===== config.mk =====
export PLATFORM = sky130hd
export DESIGN_NAME = midi_track_event_encoder_flat
export DESIGN_NICKNAME = d
export VERILOG_FILES = /design/src/sv/mte_pkg.sv /design/src/sv/mte_event_if.sv /design/src/sv/mte_track_if.sv /design/src/sv/mte_encoder.sv /design/src/sv/mte_serializer.sv /design/src/sv/midi_track_event_encoder.sv /design/src/flat_wrapper.sv
export SDC_FILE = /design/constraint.sdc
export NUM_CORES = 1
export LEC_CHECK = 0
export BUFFER_PORTS_ARGS = -buffer_cell sky130_fd_sc_hd__buf_4
export CAP_MARGIN = 20
export CORE_MARGIN = 2
export CORE_UTILIZATION = 55
export DETAILED_ROUTE_END_ITERATION = 8
export PLACE_DENSITY_LB_ADDON = 0.12
export REMOVE_ABC_BUFFERS = 1
export SYNTH_ARGS = -nofsm -noshare
export SYNTH_HDL_FRONTEND = slang
export SYNTH_SLANG_ARGS = --single-unit

===== constraint.sdc =====
create_clock -name clk -period 6.6 [get_ports clk]
set_input_delay 0 -clock clk [delete_from_list [all_inputs] [get_ports clk]]
set_output_delay 0 -clock clk [all_outputs]
set_load 0.02 [all_outputs]

===== src/sv/mte_pkg.sv =====
// mte_pkg: shared types and constants of the midi track event encoder
// no dependencies; used by the interfaces and every module of the block
package mte_pkg;

    localparam int unsigned VLQ_BYTES      = 4;   // 28-bit delta in 7-bit groups
    localparam int unsigned DATA_FIELDS    = 4;   // data byte fields in one event
    localparam int unsigned CHANNEL_DATA   = 2;   // data bytes of a channel message
    localparam int unsigned META_HDR_BYTES = 3;   // 0xff, type, length
    localparam int unsigned CNT_W          = 4;   // holds any byte count up to 11

    localparam logic [7:0] VLQ_CONT  = 8'h80;
    localparam logic [7:0] VLQ_MASK  = 8'h7F;
    localparam logic [7:0] META_MARK = 8'hFF;

    typedef enum logic
    {
        CMD_CHANNEL = 1'b0,
        CMD_META    = 1'b1
    } command_t;

    typedef struct packed
    {
        command_t    command;
        logic [27:0] delta_time;
        logic [7:0]  event_code;
        logic [2:0]  data_count;
        logic [7:0]  data_byte_0;
        logic [7:0]  data_byte_1;
        logic [7:0]  data_byte_2;
        logic [7:0]  data_byte_3;
    } event_t;

    typedef struct packed
    {
        logic [7:0] track_byte;
        logic       last_byte;
    } track_t;

endpackage


===== src/sv/mte_event_if.sv =====
// mte_event_if: valid/ready channel carrying one event item
// depends on mte_pkg
interface mte_event_if;
    logic            valid;
    logic            ready;
    mte_pkg::event_t payload;

    modport source (output valid, output payload, input ready);
    modport sink (input valid, input payload, output ready);
endinterface


===== src/sv/mte_track_if.sv =====
// mte_track_if: valid/ready channel carrying one encoded track byte
// depends on mte_pkg
interface mte_track_if;
    logic            valid;
    logic            ready;
    mte_pkg::track_t payload;

    modport source (output valid, output payload, input ready);
    modport sink (input valid, input payload, output ready);
endinterface


===== src/sv/mte_encoder.sv =====
// mte_encoder: builds the byte frame of one event and keeps running status
// depends on mte_pkg
module mte_encoder #(
    parameter int unsigned FRAME_BYTES = 11,
    parameter int unsigned META_LIM    = 4
) (
    input  logic                        clk,
    input  logic                        rst_n,
    input  mte_pkg::event_t             item,
    input  logic                        load,
    output logic [7:0]                  frame [FRAME_BYTES],
    output logic [mte_pkg::CNT_W-1:0]   last_idx
);

    logic [7:0]                running_status_reg;
    logic [7:0]                running_status_next;
    logic [7:0]                vlq     [mte_pkg::VLQ_BYTES];
    logic [7:0]                hdr     [mte_pkg::META_HDR_BYTES];
    logic [7:0]                data    [mte_pkg::DATA_FIELDS];
    logic [mte_pkg::CNT_W-1:0] n_vlq;
    logic [mte_pkg::CNT_W-1:0] n_hdr;
    logic [mte_pkg::CNT_W-1:0] n_data;
    logic [mte_pkg::CNT_W-1:0] cnt;
    logic [mte_pkg::CNT_W-1:0] len;
    logic                      status_new;

    always_comb
    begin
        vlq[0] = mte_pkg::VLQ_CONT | {1'b0, item.delta_time[27:21]};
        vlq[1] = mte_pkg::VLQ_CONT | {1'b0, item.delta_time[20:14]};
        vlq[2] = mte_pkg::VLQ_CONT | {1'b0, item.delta_time[13:7]};
        vlq[3] = {1'b0, item.delta_time[6:0]} & mte_pkg::VLQ_MASK;

        if (item.delta_time[27:21] != '0)
            n_vlq = mte_pkg::CNT_W'(4);
        else if (item.delta_time[20:14] != '0)
            n_vlq = mte_pkg::CNT_W'(3);
        else if (item.delta_time[13:7] != '0)
            n_vlq = mte_pkg::CNT_W'(2);
        else
            n_vlq = mte_pkg::CNT_W'(1);

        data[0] = item.data_byte_0;
        data[1] = item.data_byte_1;
        data[2] = item.data_byte_2;
        data[3] = item.data_byte_3;

        cnt        = {1'b0, item.data_count};
        status_new = (item.event_code != running_status_reg);

        if (item.command == mte_pkg::CMD_CHANNEL)
        begin
            // channel message: status only when it changes, at most two data bytes
            hdr[0] = item.event_code;
            hdr[1] = item.event_code;
            hdr[2] = item.event_code;
            n_hdr  = status_new ? mte_pkg::CNT_W'(1) : '0;
            n_data = (cnt > mte_pkg::CNT_W'(mte_pkg::CHANNEL_DATA))
                   ? mte_pkg::CNT_W'(mte_pkg::CHANNEL_DATA) : cnt;
        end
        else
        begin
            n_data = (cnt > mte_pkg::CNT_W'(META_LIM)) ? mte_pkg::CNT_W'(META_LIM) : cnt;
            hdr[0] = mte_pkg::META_MARK;
            hdr[1] = item.event_code;
            hdr[2] = 8'(n_data);
            n_hdr  = mte_pkg::CNT_W'(mte_pkg::META_HDR_BYTES);
        end

        len      = n_vlq + n_hdr + n_data;
        last_idx = len - mte_pkg::CNT_W'(1);
    end

    // each slot picks its byte from the delta, header or data section
    always_comb
    begin
        logic [mte_pkg::CNT_W-1:0] k;
        logic [mte_pkg::CNT_W-1:0] vi;
        logic [mte_pkg::CNT_W-1:0] hi;
        logic [mte_pkg::CNT_W-1:0] di;
        for (int s = 0; s < FRAME_BYTES; s++)
        begin
            k  = mte_pkg::CNT_W'(s);
            vi = k + mte_pkg::CNT_W'(mte_pkg::VLQ_BYTES) - n_vlq;
            hi = k - n_vlq;
            di = k - n_vlq - n_hdr;
            if (k < n_vlq)
                frame[s] = vlq[vi[1:0]];
            else if (k < n_vlq + n_hdr)
                frame[s] = hdr[(hi[1:0] == 2'd3) ? 2'd2 : hi[1:0]];
            else
                frame[s] = data[di[1:0]];
        end
    end

    always_comb
    begin
        running_status_next = running_status_reg;
        if (load && item.command == mte_pkg::CMD_CHANNEL && status_new)
            running_status_next = item.event_code;
    end

    always_ff @(posedge clk or negedge rst_n)
    begin
        if (!rst_n)
            running_status_reg <= '0;
        else
            running_status_reg <= running_status_next;
    end

endmodule


===== src/sv/mte_serializer.sv =====
// mte_serializer: holds one encoded frame and sends it out a byte per transaction
// depends on mte_pkg and mte_track_if
module mte_serializer #(
    parameter int unsigned FRAME_BYTES = 11
) (
    input  logic                      clk,
    input  logic                      rst_n,
    input  logic [7:0]                frame [FRAME_BYTES],
    input  logic [mte_pkg::CNT_W-1:0] last_idx,
    output logic                      can_load,
    input  logic                      load,
    mte_track_if.source               track
);

    localparam int unsigned IDX_W = $clog2(FRAME_BYTES);

    logic [7:0]       frame_reg [FRAME_BYTES];
    logic [IDX_W-1:0] last_idx_reg;
    logic [IDX_W-1:0] idx_reg;
    logic             busy_reg;
    logic             fire;
    logic             done;

    assign fire     = busy_reg && track.ready;
    assign done     = fire && (idx_reg == last_idx_reg);
    assign can_load = !busy_reg || done;

    assign track.valid              = busy_reg;
    assign track.payload.track_byte = frame_reg[idx_reg];
    assign track.payload.last_byte  = (idx_reg == last_idx_reg);

    always_ff @(posedge clk or negedge rst_n)
    begin
        if (!rst_n)
        begin
            busy_reg <= 1'b0;
            idx_reg  <= '0;
        end
        else if (load)
        begin
            busy_reg <= 1'b1;
            idx_reg  <= '0;
        end
        else if (done)
        begin
            busy_reg <= 1'b0;
        end
        else if (fire)
        begin
            idx_reg <= idx_reg + IDX_W'(1);
        end
    end

    always_ff @(posedge clk)
    begin
        if (load)
        begin
            frame_reg    <= frame;
            last_idx_reg <= last_idx[IDX_W-1:0];
        end
    end

endmodule


===== src/sv/midi_track_event_encoder.sv =====
// midi_track_event_encoder: one event item in, its track bytes out one per transaction
// an accepted event is held in the input register and encoded combinationally; its first
// byte shows when the serializer loads the frame; one byte per cycle while track.ready;
// an event is 1 to 7 + min(MAX_PAYLOAD_BYTES, 4) bytes, about four for a typical note event
// the byte serializer sets the rate; the next event waits in the input register meanwhile
// reset (rst_n, async low) clears running status to zero and empties both stages
module midi_track_event_encoder #(
    parameter int unsigned MAX_PAYLOAD_BYTES = 4
) (
    input  logic        clk,
    input  logic        rst_n,
    mte_event_if.sink   events,
    mte_track_if.source track
);

    // meta payload is capped by the parameter and by the number of data fields
    localparam int unsigned META_LIM = (MAX_PAYLOAD_BYTES < mte_pkg::DATA_FIELDS)
                                     ? MAX_PAYLOAD_BYTES : mte_pkg::DATA_FIELDS;
    // longest frame: full delta, meta header, full payload
    localparam int unsigned FRAME_BYTES = mte_pkg::VLQ_BYTES + mte_pkg::META_HDR_BYTES
                                        + META_LIM;

    // input register: holds the next event while the serializer drains the current one
    logic                      in_valid_reg;
    mte_pkg::event_t           in_item_reg;

    logic [7:0]                frame [FRAME_BYTES];
    logic [mte_pkg::CNT_W-1:0] last_idx;
    logic                      can_load;
    logic                      load;
    logic                      in_fire;

    // a held event moves on as soon as the serializer frees up, same cycle as the last byte
    assign load          = in_valid_reg && can_load;
    assign events.ready  = !in_valid_reg || load;
    assign in_fire       = events.valid && events.ready;

    always_ff @(posedge clk or negedge rst_n)
    begin
        if (!rst_n)
            in_valid_reg <= 1'b0;
        else if (in_fire)
            in_valid_reg <= 1'b1;
        else if (load)
            in_valid_reg <= 1'b0;
    end

    always_ff @(posedge clk)
    begin
        if (in_fire)
            in_item_reg <= events.payload;
    end

    // encoder: delta vlq, header with running status, clamped data, in one pass
    mte_encoder #(
        .FRAME_BYTES (FRAME_BYTES),
        .META_LIM    (META_LIM)
    ) u_encoder (
        .clk      (clk),
        .rst_n    (rst_n),
        .item     (in_item_reg),
        .load     (load),
        .frame    (frame),
        .last_idx (last_idx)
    );

    // serializer: frame register and byte index, one transaction per cycle while track.ready
    mte_serializer #(
        .FRAME_BYTES (FRAME_BYTES)
    ) u_serializer (
        .clk      (clk),
        .rst_n    (rst_n),
        .frame    (frame),
        .last_idx (last_idx),
        .can_load (can_load),
        .load     (load),
        .track    (track)
    );

endmodule

===== src/flat_wrapper.sv =====
// flat-port wrapper written by rule: the top's interface ports become plain ports
module midi_track_event_encoder_flat 
#(
    parameter int unsigned MAX_PAYLOAD_BYTES = 4
)
  (clk, rst_n, events_valid, events_payload, events_ready, track_valid, track_payload, track_ready);
  mte_event_if events_i ();
  mte_track_if track_i ();
  input  logic clk;
  input  logic rst_n;
  input wire logic [$bits(events_i.valid)-1:0] events_valid;
  input wire logic [$bits(events_i.payload)-1:0] events_payload;
  output wire logic [$bits(events_i.ready)-1:0] events_ready;
  output wire logic [$bits(track_i.valid)-1:0] track_valid;
  output wire logic [$bits(track_i.payload)-1:0] track_payload;
  input wire logic [$bits(track_i.ready)-1:0] track_ready;
  assign events_i.valid = events_valid;
  assign events_i.payload = events_payload;
  assign events_ready = events_i.ready;
  assign track_valid = track_i.valid;
  assign track_payload = track_i.payload;
  assign track_i.ready = track_ready;
  midi_track_event_encoder #(.MAX_PAYLOAD_BYTES(MAX_PAYLOAD_BYTES)) u_core (.clk(clk), .rst_n(rst_n), .events(events_i), .track(track_i));
endmodule

-- Yosys cells after proc, flatten, opt, wreduce, memory -nomap -nowiden
Index checks and enable logic that the tools add are counted.
- register bits after elaboration: 178
- add/sub/neg operators: 30
- magnitude comparators: 58
- eq/ne operators: 14
- multiplexer cells: 151
- bitwise operators: 35
- reductions and logical operators: 17
- operators with widths (operator ; number):
    $mux 8 ; 90
    $bmux 8 s2 ; 33
    $ge 3x3->1 const B ; 33
    $not 2->3 ; 33
    $bmux 8 s4 ; 1
    $lt 3x4->1 const A ; 8
    $mux 2 ; 13
    $lt 4x4->1 const A ; 6
    $mux 24 ; 1
    $eq 2x2->1 const B ; 11
    $sub 2x2->2 ; 11
    $reduce_bool 7->1 ; 3
    $mux 4 ; 5
    $lt 1x4->1 const A ; 4
    $lt 2x4->1 const A ; 4
    $sub 1x2->2 const A ; 8
    $sub 2x2->2 const A ; 7
    $mux 3 ; 3
    $ne 8x8->1 ; 1
    $logic_and 1x1->1 ; 6
    $reduce_bool 2->1 ; 3
    $ge 5x5->1 const B ; 1
    $mux 1 ; 5
    $not 4->5 ; 1
    other kinds (12) ; 14

-- Longest topological paths before layout
Gate-level depths: netlist of run 1.
- depth after elaboration: 13
- mapped depth: 16
- depth with buffers taken out: 14

-- By module
From an unflattened synthesis of run 1, not the netlist that was laid out.
- cells, all modules: 867
- area total of the unflattened synthesis: 10380.0 um^2
- modules (own cells, without submodules) (module ; instances ; cells each ; area an instance (um^2) ; sequential area each (um^2)):
    mte_encoder ; 1 ; 580 ; 4307.9 ; 200.2
    mte_serializer ; 1 ; 210 ; 3849.9 ; 2887.8
    midi_track_event_encoder ; 1 ; 77 ; 2222.1 ; 2187.1

-- Worst setup path after synthesis of run 1
OpenSTA, ideal clock, no wires.
- path kind: reg-to-reg
- start: reg u_core.in_item_reg[71] (netlist name)
- end: reg u_core.u_serializer.last_idx_reg[3], data pin
- library setup time: 0.269 ns
- arrival time: 3.783 ns
- setup slack: 2.548 ns
- cell stages (with the launch flop): 16
- period minus slack after synthesis: 4.052 ns
- cell sequence: edfxtp_1 -> buf_2 -> buf_2 -> clkbuf_1 -> clkbuf_1 -> or3_1 -> ha_1 -> fa_1 -> clkbuf_1 -> inv_1 -> ha_1 -> inv_1 -> ha_1 -> fa_1 -> xnor2_1 -> xnor2_1
- cells in the longest elaborated chain, start to end: 4
- elaborated cells between the ends (all ways): 5
- those cells by class: add/sub (3); mux (2)
- ends and longest elaborated chain (what ; line ; RTL):
    from (decl) ; midi_track_event_encoder.sv:25 ; mte_pkg::event_t in_item_reg;
    from (signal assigned) ; midi_track_event_encoder.sv:51 ; in_item_reg <= events.payload;
    $mux 2 ; mte_encoder.sv:51 ; if (item.command == mte_pkg::CMD_CHANNEL)
    $add 4x2->4 ; mte_encoder.sv:70 ; len = n_vlq + n_hdr + n_data;
    $add 4x4->4 (*) ; mte_encoder.sv:70 ;
    $sub 4x1->4 (*) ; mte_encoder.sv:71 ; last_idx = len - mte_pkg::CNT_W'(1);
    net u_core.last_idx (one bit) ; midi_track_event_encoder.sv:28 ; logic [mte_pkg::CNT_W-1:0] last_idx;
    to (signal assigned) ; mte_serializer.sv:59 ; last_idx_reg <= last_idx[IDX_W-1:0];
    to (decl) ; mte_serializer.sv:18 ; logic [IDX_W-1:0] last_idx_reg;
Mark *: on every way through the listed nets, which the timed path passes. The rest lies on a longest branch.
A chain may end at the register's enable or synchronous reset.

==> results.yml, run 1 <==
final_layout:
  final_area_um2: 12600
  nets: 1086
  layout-drive-gt1-share: 0.245
  fin_util: 0.672
  diodes: 0
  layoutNonFillerInstCount: 1238
  largest_register_ffs: 88
  area_growth_syn_to_layout_pct: 19.7
floorplanning:
  die_h_um: 142
  ios: 87
  fp-row-count: 50
  initial_core_util: 0.562
  coreArea_um2: 18800
  dieArea_um2: 20300
  die_x_um: 142
cts:
  htreeDepth: 4
  cts_root_buf: "clkbuf_16"
  ctsHoldBuffers: 76
  clock_latency_ns: 0.43
  cts_tree: "built"
  cts_buffer_depth: 2
  clk_pin_slew_ns: 0.07
  cts-buffers-inserted: 17
  cts_setup_buffers: 0
  ctsResizeCount: 0
  cts_num_sinks: 178
power_and_ir_drop:
  p_int_uw: 2330
  combPwrFrac: 0.281
  power_leakage_uw: 0.00459
  p_per_area_nw_per_um2: 272
  power_frac_seq: 0.435
  sw_frac_of_total: 0.321
  clkPwrFrac: 0.284
  ir_worst_vdd_uv: 184
  p_sw_uw: 1100
critical_path:
  start_kind: "register"
  arrival_ns: 5.06
  crit_fanout: 15
  worstPathRequired_ns: 6.78
  crit_start: "u_core.in_item_reg[54]"
  path_cells: "or4_4 > o211ai_2 > nand2_2 > ha_1 > xnor3_1 > buf_4 > mux2_2 > nand2_1 > o21ai_0 > mux2_2"
  worstSetupEndpointType: "register"
  worstReg2RegStart: "u_core.in_item_reg[54]"
  cpMaxStageDelayCell: "xnor3_1"
  crit_type: "register to register"
  max_stage_delay_ns: 0.85
  crit_top_cell: "mux2_2"
sta:
  hold_viol_final: 0
  drv_slew: 0
  tightest_slew_ns: 1.05
  post-route-min-period_ns: 4.88
  tns_ns: 0
  fmax_mhz: 205
  setup_viol: 0
  fin_skew_ns: 0.0127
  relSlewSlack: 0.296
  grt_setup_unrepaired: "no"
  timing.final.crit_share: 0.740
grt:
  grt_overflow: 0
  grt_pass1_vias: 7880
  grt_usage: 0.330
  antenna_found_initial: 1
  grt_max_degree: 69
  grt_pass1_wl_um: 49100
synthesis:
  synth-main-ff-cell: "edfxtp_1"
  postSynthCellCount: 853
  yosysWarningCount: 0
  synthArstFlopShare: 0.0787
  synth_edf_count: 164
  yosys_register_bits: 178
  syn_area_um2: 10500
  syn_avg_cell_area_um2: 12.4
  yosysUniqueCellTypes: 79
  synth-seq-area-share: 0.500
placed_design:
  gp_congestion: 1.03
  postPlaceCellArea_um2: 11300
  placed_cells: 1130
  hpwl_um: 23400
  io_buffers: 86
status:
  status: "complete, no violations"
routing:
  viasPerCell: 6.63
  via_count: 8213
  antenna_left: 0
  post_drt_wl_per_cell_um: 26.1
  route.detailed.drc: 0
  firstDrtPassIters: 6
  drt_iter0_drc: 1393
  wl_um: 32400
job:
  maxCapViolCount: 0
min_path:
  hold_path.startpoint: "events_payload[48]"
  hold_class: "input port to register"
[worst max-delay path, delay by kind of cell, from the launching register on]
family	cells	cell delay (ns)
buf+inv	1	0.37
flops	1	0.48
xor+xnor	1	0.85
compound gates	2	0.75
mux	2	0.72
fa+ha+maj	1	0.42
simple gates	3	1.02
[logic make-up after synthesis]
| group | Yosys count | synth area share |
|---|---|---|
| AND/OR/NAND/NOR | 183 | 0.0898 |
| AO/OA/AOI/OAI | 226 | 0.149 |
| flip-flops | 178 | 0.500 |
| adder cells (fa/ha/maj) | 19 | 0.0240 |
| XOR/XNOR | 19 | 0.0171 |
| multiplexers | 144 | 0.184 |
| buffers and inverters | 84 | 0.0367 |
[metrics by stage]
stage | hold slack, ns | setup slack [ns] | total power, uW
floorplan | -0.296 | 1.74 | 2100
global placement | -0.150 | 2.00 | 2410
detailed placement | -0.138 | 1.84 | 2440
CTS | 0.270 | 1.80 | 3430
global route | 0.267 | 1.41 | 3580
finish | 0.282 | 1.72 | 3430
[layout by cell type, fill, tap and decap left out, drive strengths merged, types with 16 or more instances in the layout]
cell type    count
mux2i           68
mux4            35
buf             98
a21oi           32
mux2            41
ha              17
inv             38
o21ai           76
o22ai           16
nand2           68
nand3           16
nor2            42
edfxtp         164
dlygate4sd3     76
o211ai          17
clkbuf          19
[cells in the mapped netlist, types with 7 or more instances]
library cell	number	area share
o22ai_1	16	0.0095
mux2_2	39	0.042
a21oi_1	28	0.013
a22o_1	7	0.0058
o21ai_0	72	0.034
edfxtp_1	164	0.47
xnor2_1	12	0.010
a22oi_1	11	0.0078
nand3_1	15	0.0071
dfrtp_1	14	0.033
mux2i_1	68	0.065
buf_2	15	0.0071
or3_1	9	0.0053
clkbuf_1	27	0.0096
o31ai_1	9	0.0064
nor2_1	41	0.015
nor2b_1	9	0.0053
and3_1	8	0.0047
o211ai_1	15	0.011
nand2_1	66	0.023
inv_1	28	0.010
mux4_2	35	0.075
ha_1	17	0.020
[worst paths after layout]
| check | cells after the start | slack (ns) | to |
|---|---|---|---|
| max | 10 | 1.72 | u_core.u_serializer.frame_reg[18] |
| min | 2 | 0.28 | u_core.in_item_reg[48] |
| max reg2reg | 10 | 1.72 | u_core.u_serializer.frame_reg[18] |
| min reg2reg | 1 | 0.54 | u_core.u_encoder.running_status_reg[3] |
| max in group asynchronous | 3 | 5.48 | u_core.u_encoder.running_status_reg[5] |
| min in group asynchronous | 3 | 0.69 | u_core.u_encoder.running_status_reg[4] |
[layer usage]
layer	GRT usage	vias up	routed length [um]
li1	-	3607	-
met1	0.489	4013	13700
met2	0.488	539	14400
met3	0.0821	54	3680
met4	0.0875	0	625
met5	0	-	0
[final cells by class]
class	instances	area (um2)
inverter	29	109
sequential	178	5280
tap	234	293
timing repair buffer	174	1500
fill	1350	6150
clock buffer	19	443
clock inverter	13	116
multi-input combinational	591	4890
[power by group through the flow]
stage	Sequential [uW]	Combinational, uW	Clock [uW]
floorplan	1530	562	0
global placement	1510	903	0
detailed placement	1510	923	0
CTS	1490	962	980
global route	1500	1040	1030
finish	1490	967	974
Power figures use the tool's default switching activity.
==> run 2: changes to the inputs <==
clock period = 4.3 ns   (was 6.6 ns; I/O delays follow)
==> run 2 against run 1 <==
  * Sequential power is 52% higher
  * Die area stayed put
  * Design area is 2.2% higher
  * Wire length is 8.0% higher
  * Setup slack worse by 1.4 ns
  * Register-to-register slack worse by 1.4 ns
  * Clock power is 55% higher
  * Combinational power is 66% higher
  * Cell count is 2.5% higher
  * Via count is 2.2% higher
  * Sequential share of layout area is 0.89 points lower
  * Clock skew is 0.0021 ns higher
  * Critical endpoint is now u_core.u_serializer.last_idx_reg[3]
  * Largest power group unchanged
  * Highest routed layer unchanged
==> results.yml, run 2 (synthesis gave the netlist of run 1 again) <==
floorplanning:
  ios: 87
  coreArea_um2: 18800
  die_x_um: 142
  initial_core_util: 0.562
  fp-row-count: 50
  die_h_um: 142
  dieArea_um2: 20300
cts:
  htreeDepth: 4
  cts_buffer_depth: 2
  ctsResizeCount: 0
  cts_num_sinks: 178
  clock_latency_ns: 0.44
  clk_pin_slew_ns: 0.06
  cts_tree: "built"
  cts-buffers-inserted: 17
  cts_root_buf: "clkbuf_16"
grt:
  grt_pass1_vias: 8287
  grt_overflow: 0
  grt_usage: 0.353
  antenna_found_initial: 0
  grt_pass1_wl_um: 52000
  grt_max_degree: 58
sta:
  setup_viol: 0
  post-route-min-period_ns: 3.98
  grt_setup_unrepaired: "no"
  fin_skew_ns: 0.0148
  fmax_mhz: 251
  drv_slew: 0
  relSlewSlack: 0.363
  tightest_slew_ns: 0.954
  final.setup.worst_slack_ns: 0.320
  holdWs_ns: 0.273
  hold_viol_final: 0
  timing.final.crit_share: 0.926
routing:
  route.detailed.drc: 0
  via_count: 8394
  wl_met1_um: 14700
  highest_layer: "met4"
  wl_um: 34900
  met3_length_um: 3360
  post_drt_wl_per_cell_um: 27.5
  drt_iter0_drc: 1297
  firstDrtPassIters: 5
  routed-wl-met2_um: 16100
  viasPerCell: 6.61
  antenna_left: 0
min_path:
  hold_class: "input port to register"
placed_design:
  gp_congestion: 0.985
  placed_cells: 1160
  postPlaceCellArea_um2: 11600
  hpwl_um: 25100
  place_worst_setup_slack_ns: 0.427
  io_buffers: 86
critical_path:
  max_stage_delay_ns: 0.50
  crit_type: "register to register"
  cpMaxStageDelayCell: "fa_1"
  crit_fanout: 11
  arrival_ns: 4.15
  start_kind: "register"
  crit_top_cell: "inv_1"
  path_cells: "nor4_2 > o211ai_2 > nand2_2 > inv_1 > ha_1 > fa_1 > inv_1 > nand3_2 > nand2_1 > ha_1 > inv_1 > fa_1 > xnor2_1 > xnor2_1"
  r2r_setup_slack_ns: 0.32
  worstPathRequired_ns: 4.47
  worstSetupEndpointType: "register"
final_layout:
  regArea_um2: 5280
  layout_common_cells: "164 x edfxtp_1, 124 x buf_4, 76 x dlygate4sd3_1"
  layoutNonFillerInstCount: 1269
  multi_input_area_um2: 4890
  nets: 1116
  fill_cells: 1347
  layout-drive-gt1-share: 0.265
  area_growth_syn_to_layout_pct: 22.3
  final_area_um2: 12900
  fin_util: 0.687
  layout_commonest_cell: "edfxtp_1"
  largest_register_ffs: 88
power_and_ir_drop:
  ir_worst_vdd_uv: 281
  power_leakage_uw: 0.00474
  p_per_area_nw_per_um2: 417
job:
  maxCapViolCount: 0
status:
  status: "complete, no violations"
-- run 2: cell types whose count changed in the layout (fill, tap and decap cells not counted), moves of 2 or more --
cell | previous run | this run
buf_4 | 98 | 124
inv_8 | 3 | 1
inv_4 | 3 | 0
clkinv_4 | 1 | 3
buf_12 | 0 | 4
clkinv_1 | 0 | 3
-- run 2: final timing paths --
path                            cells past startpoint                                   start                                endpoint
worst max-delay path                               14                  u_core.in_item_reg[57]     u_core.u_serializer.last_idx_reg[3]
worst min-delay path                                2                      events_payload[58]                  u_core.in_item_reg[58]
worst max register to register                     14                  u_core.in_item_reg[57]     u_core.u_serializer.last_idx_reg[3]
worst min register to register                      1  u_core.u_encoder.running_status_reg[5]  u_core.u_encoder.running_status_reg[5]
max in group asynchronous                           3                                   rst_n  u_core.u_encoder.running_status_reg[1]
min in group asynchronous                           3                                   rst_n          u_core.u_serializer.idx_reg[3]
-- run 2: final cells by class --
class / instances / area share
Antenna cell: 1 / 0.000194
Clock buffer: 17 / 0.0330
Clock inverter: 15 / 0.0102
Inverter: 29 / 0.00844
Multi-Input combinational cell: 591 / 0.379
Sequential cell: 178 / 0.409
Tap cell: 234 / 0.0227
Timing Repair Buffer: 204 / 0.137
-- run 2: stage by stage --
stage / setup TNS [ns] / power (uW)
finish: 0 / 5380
CTS: 0 / 5360
detailed placement: 0 / 3820
global placement: 0 / 3780
global route: 0 / 5570
floorplan: -58.12 / 3220
-- run 2: routing by layer --
metal / track usage / vias to the layer above
met5: 0 / -
met4: 0.100 / 0
met3: 0.0892 / 61
met2: 0.553 / 529
met1: 0.494 / 4132
li1: - / 3672
-- run 2: where the power goes --
group          internal (uW)  total [uW]  switching, uW
Sequential              2140        2260            128
Combinational            701        1610            909
Clock                    803        1510            705
Total                   3640        5380           1740
-- run 2: critical path: cells and delay by family (launching register included) --
| family | cells | cell delay (ns) |
|---|---|---|
| and+or+nand+nor | 4 | 1.14 |
| buffers and inverters | 3 | 0.32 |
| adders and majority gates | 4 | 1.32 |
| DFF | 1 | 0.49 |
| AOI/OAI and AO/OA | 1 | 0.17 |
| xor gates and xnor gates | 2 | 0.26 |
-- run 2: repair_timing --
item                                   CTS  global route
buffers inserted                         0             0
hold buffers                            76             0
endpoints found under the hold margin   89             0
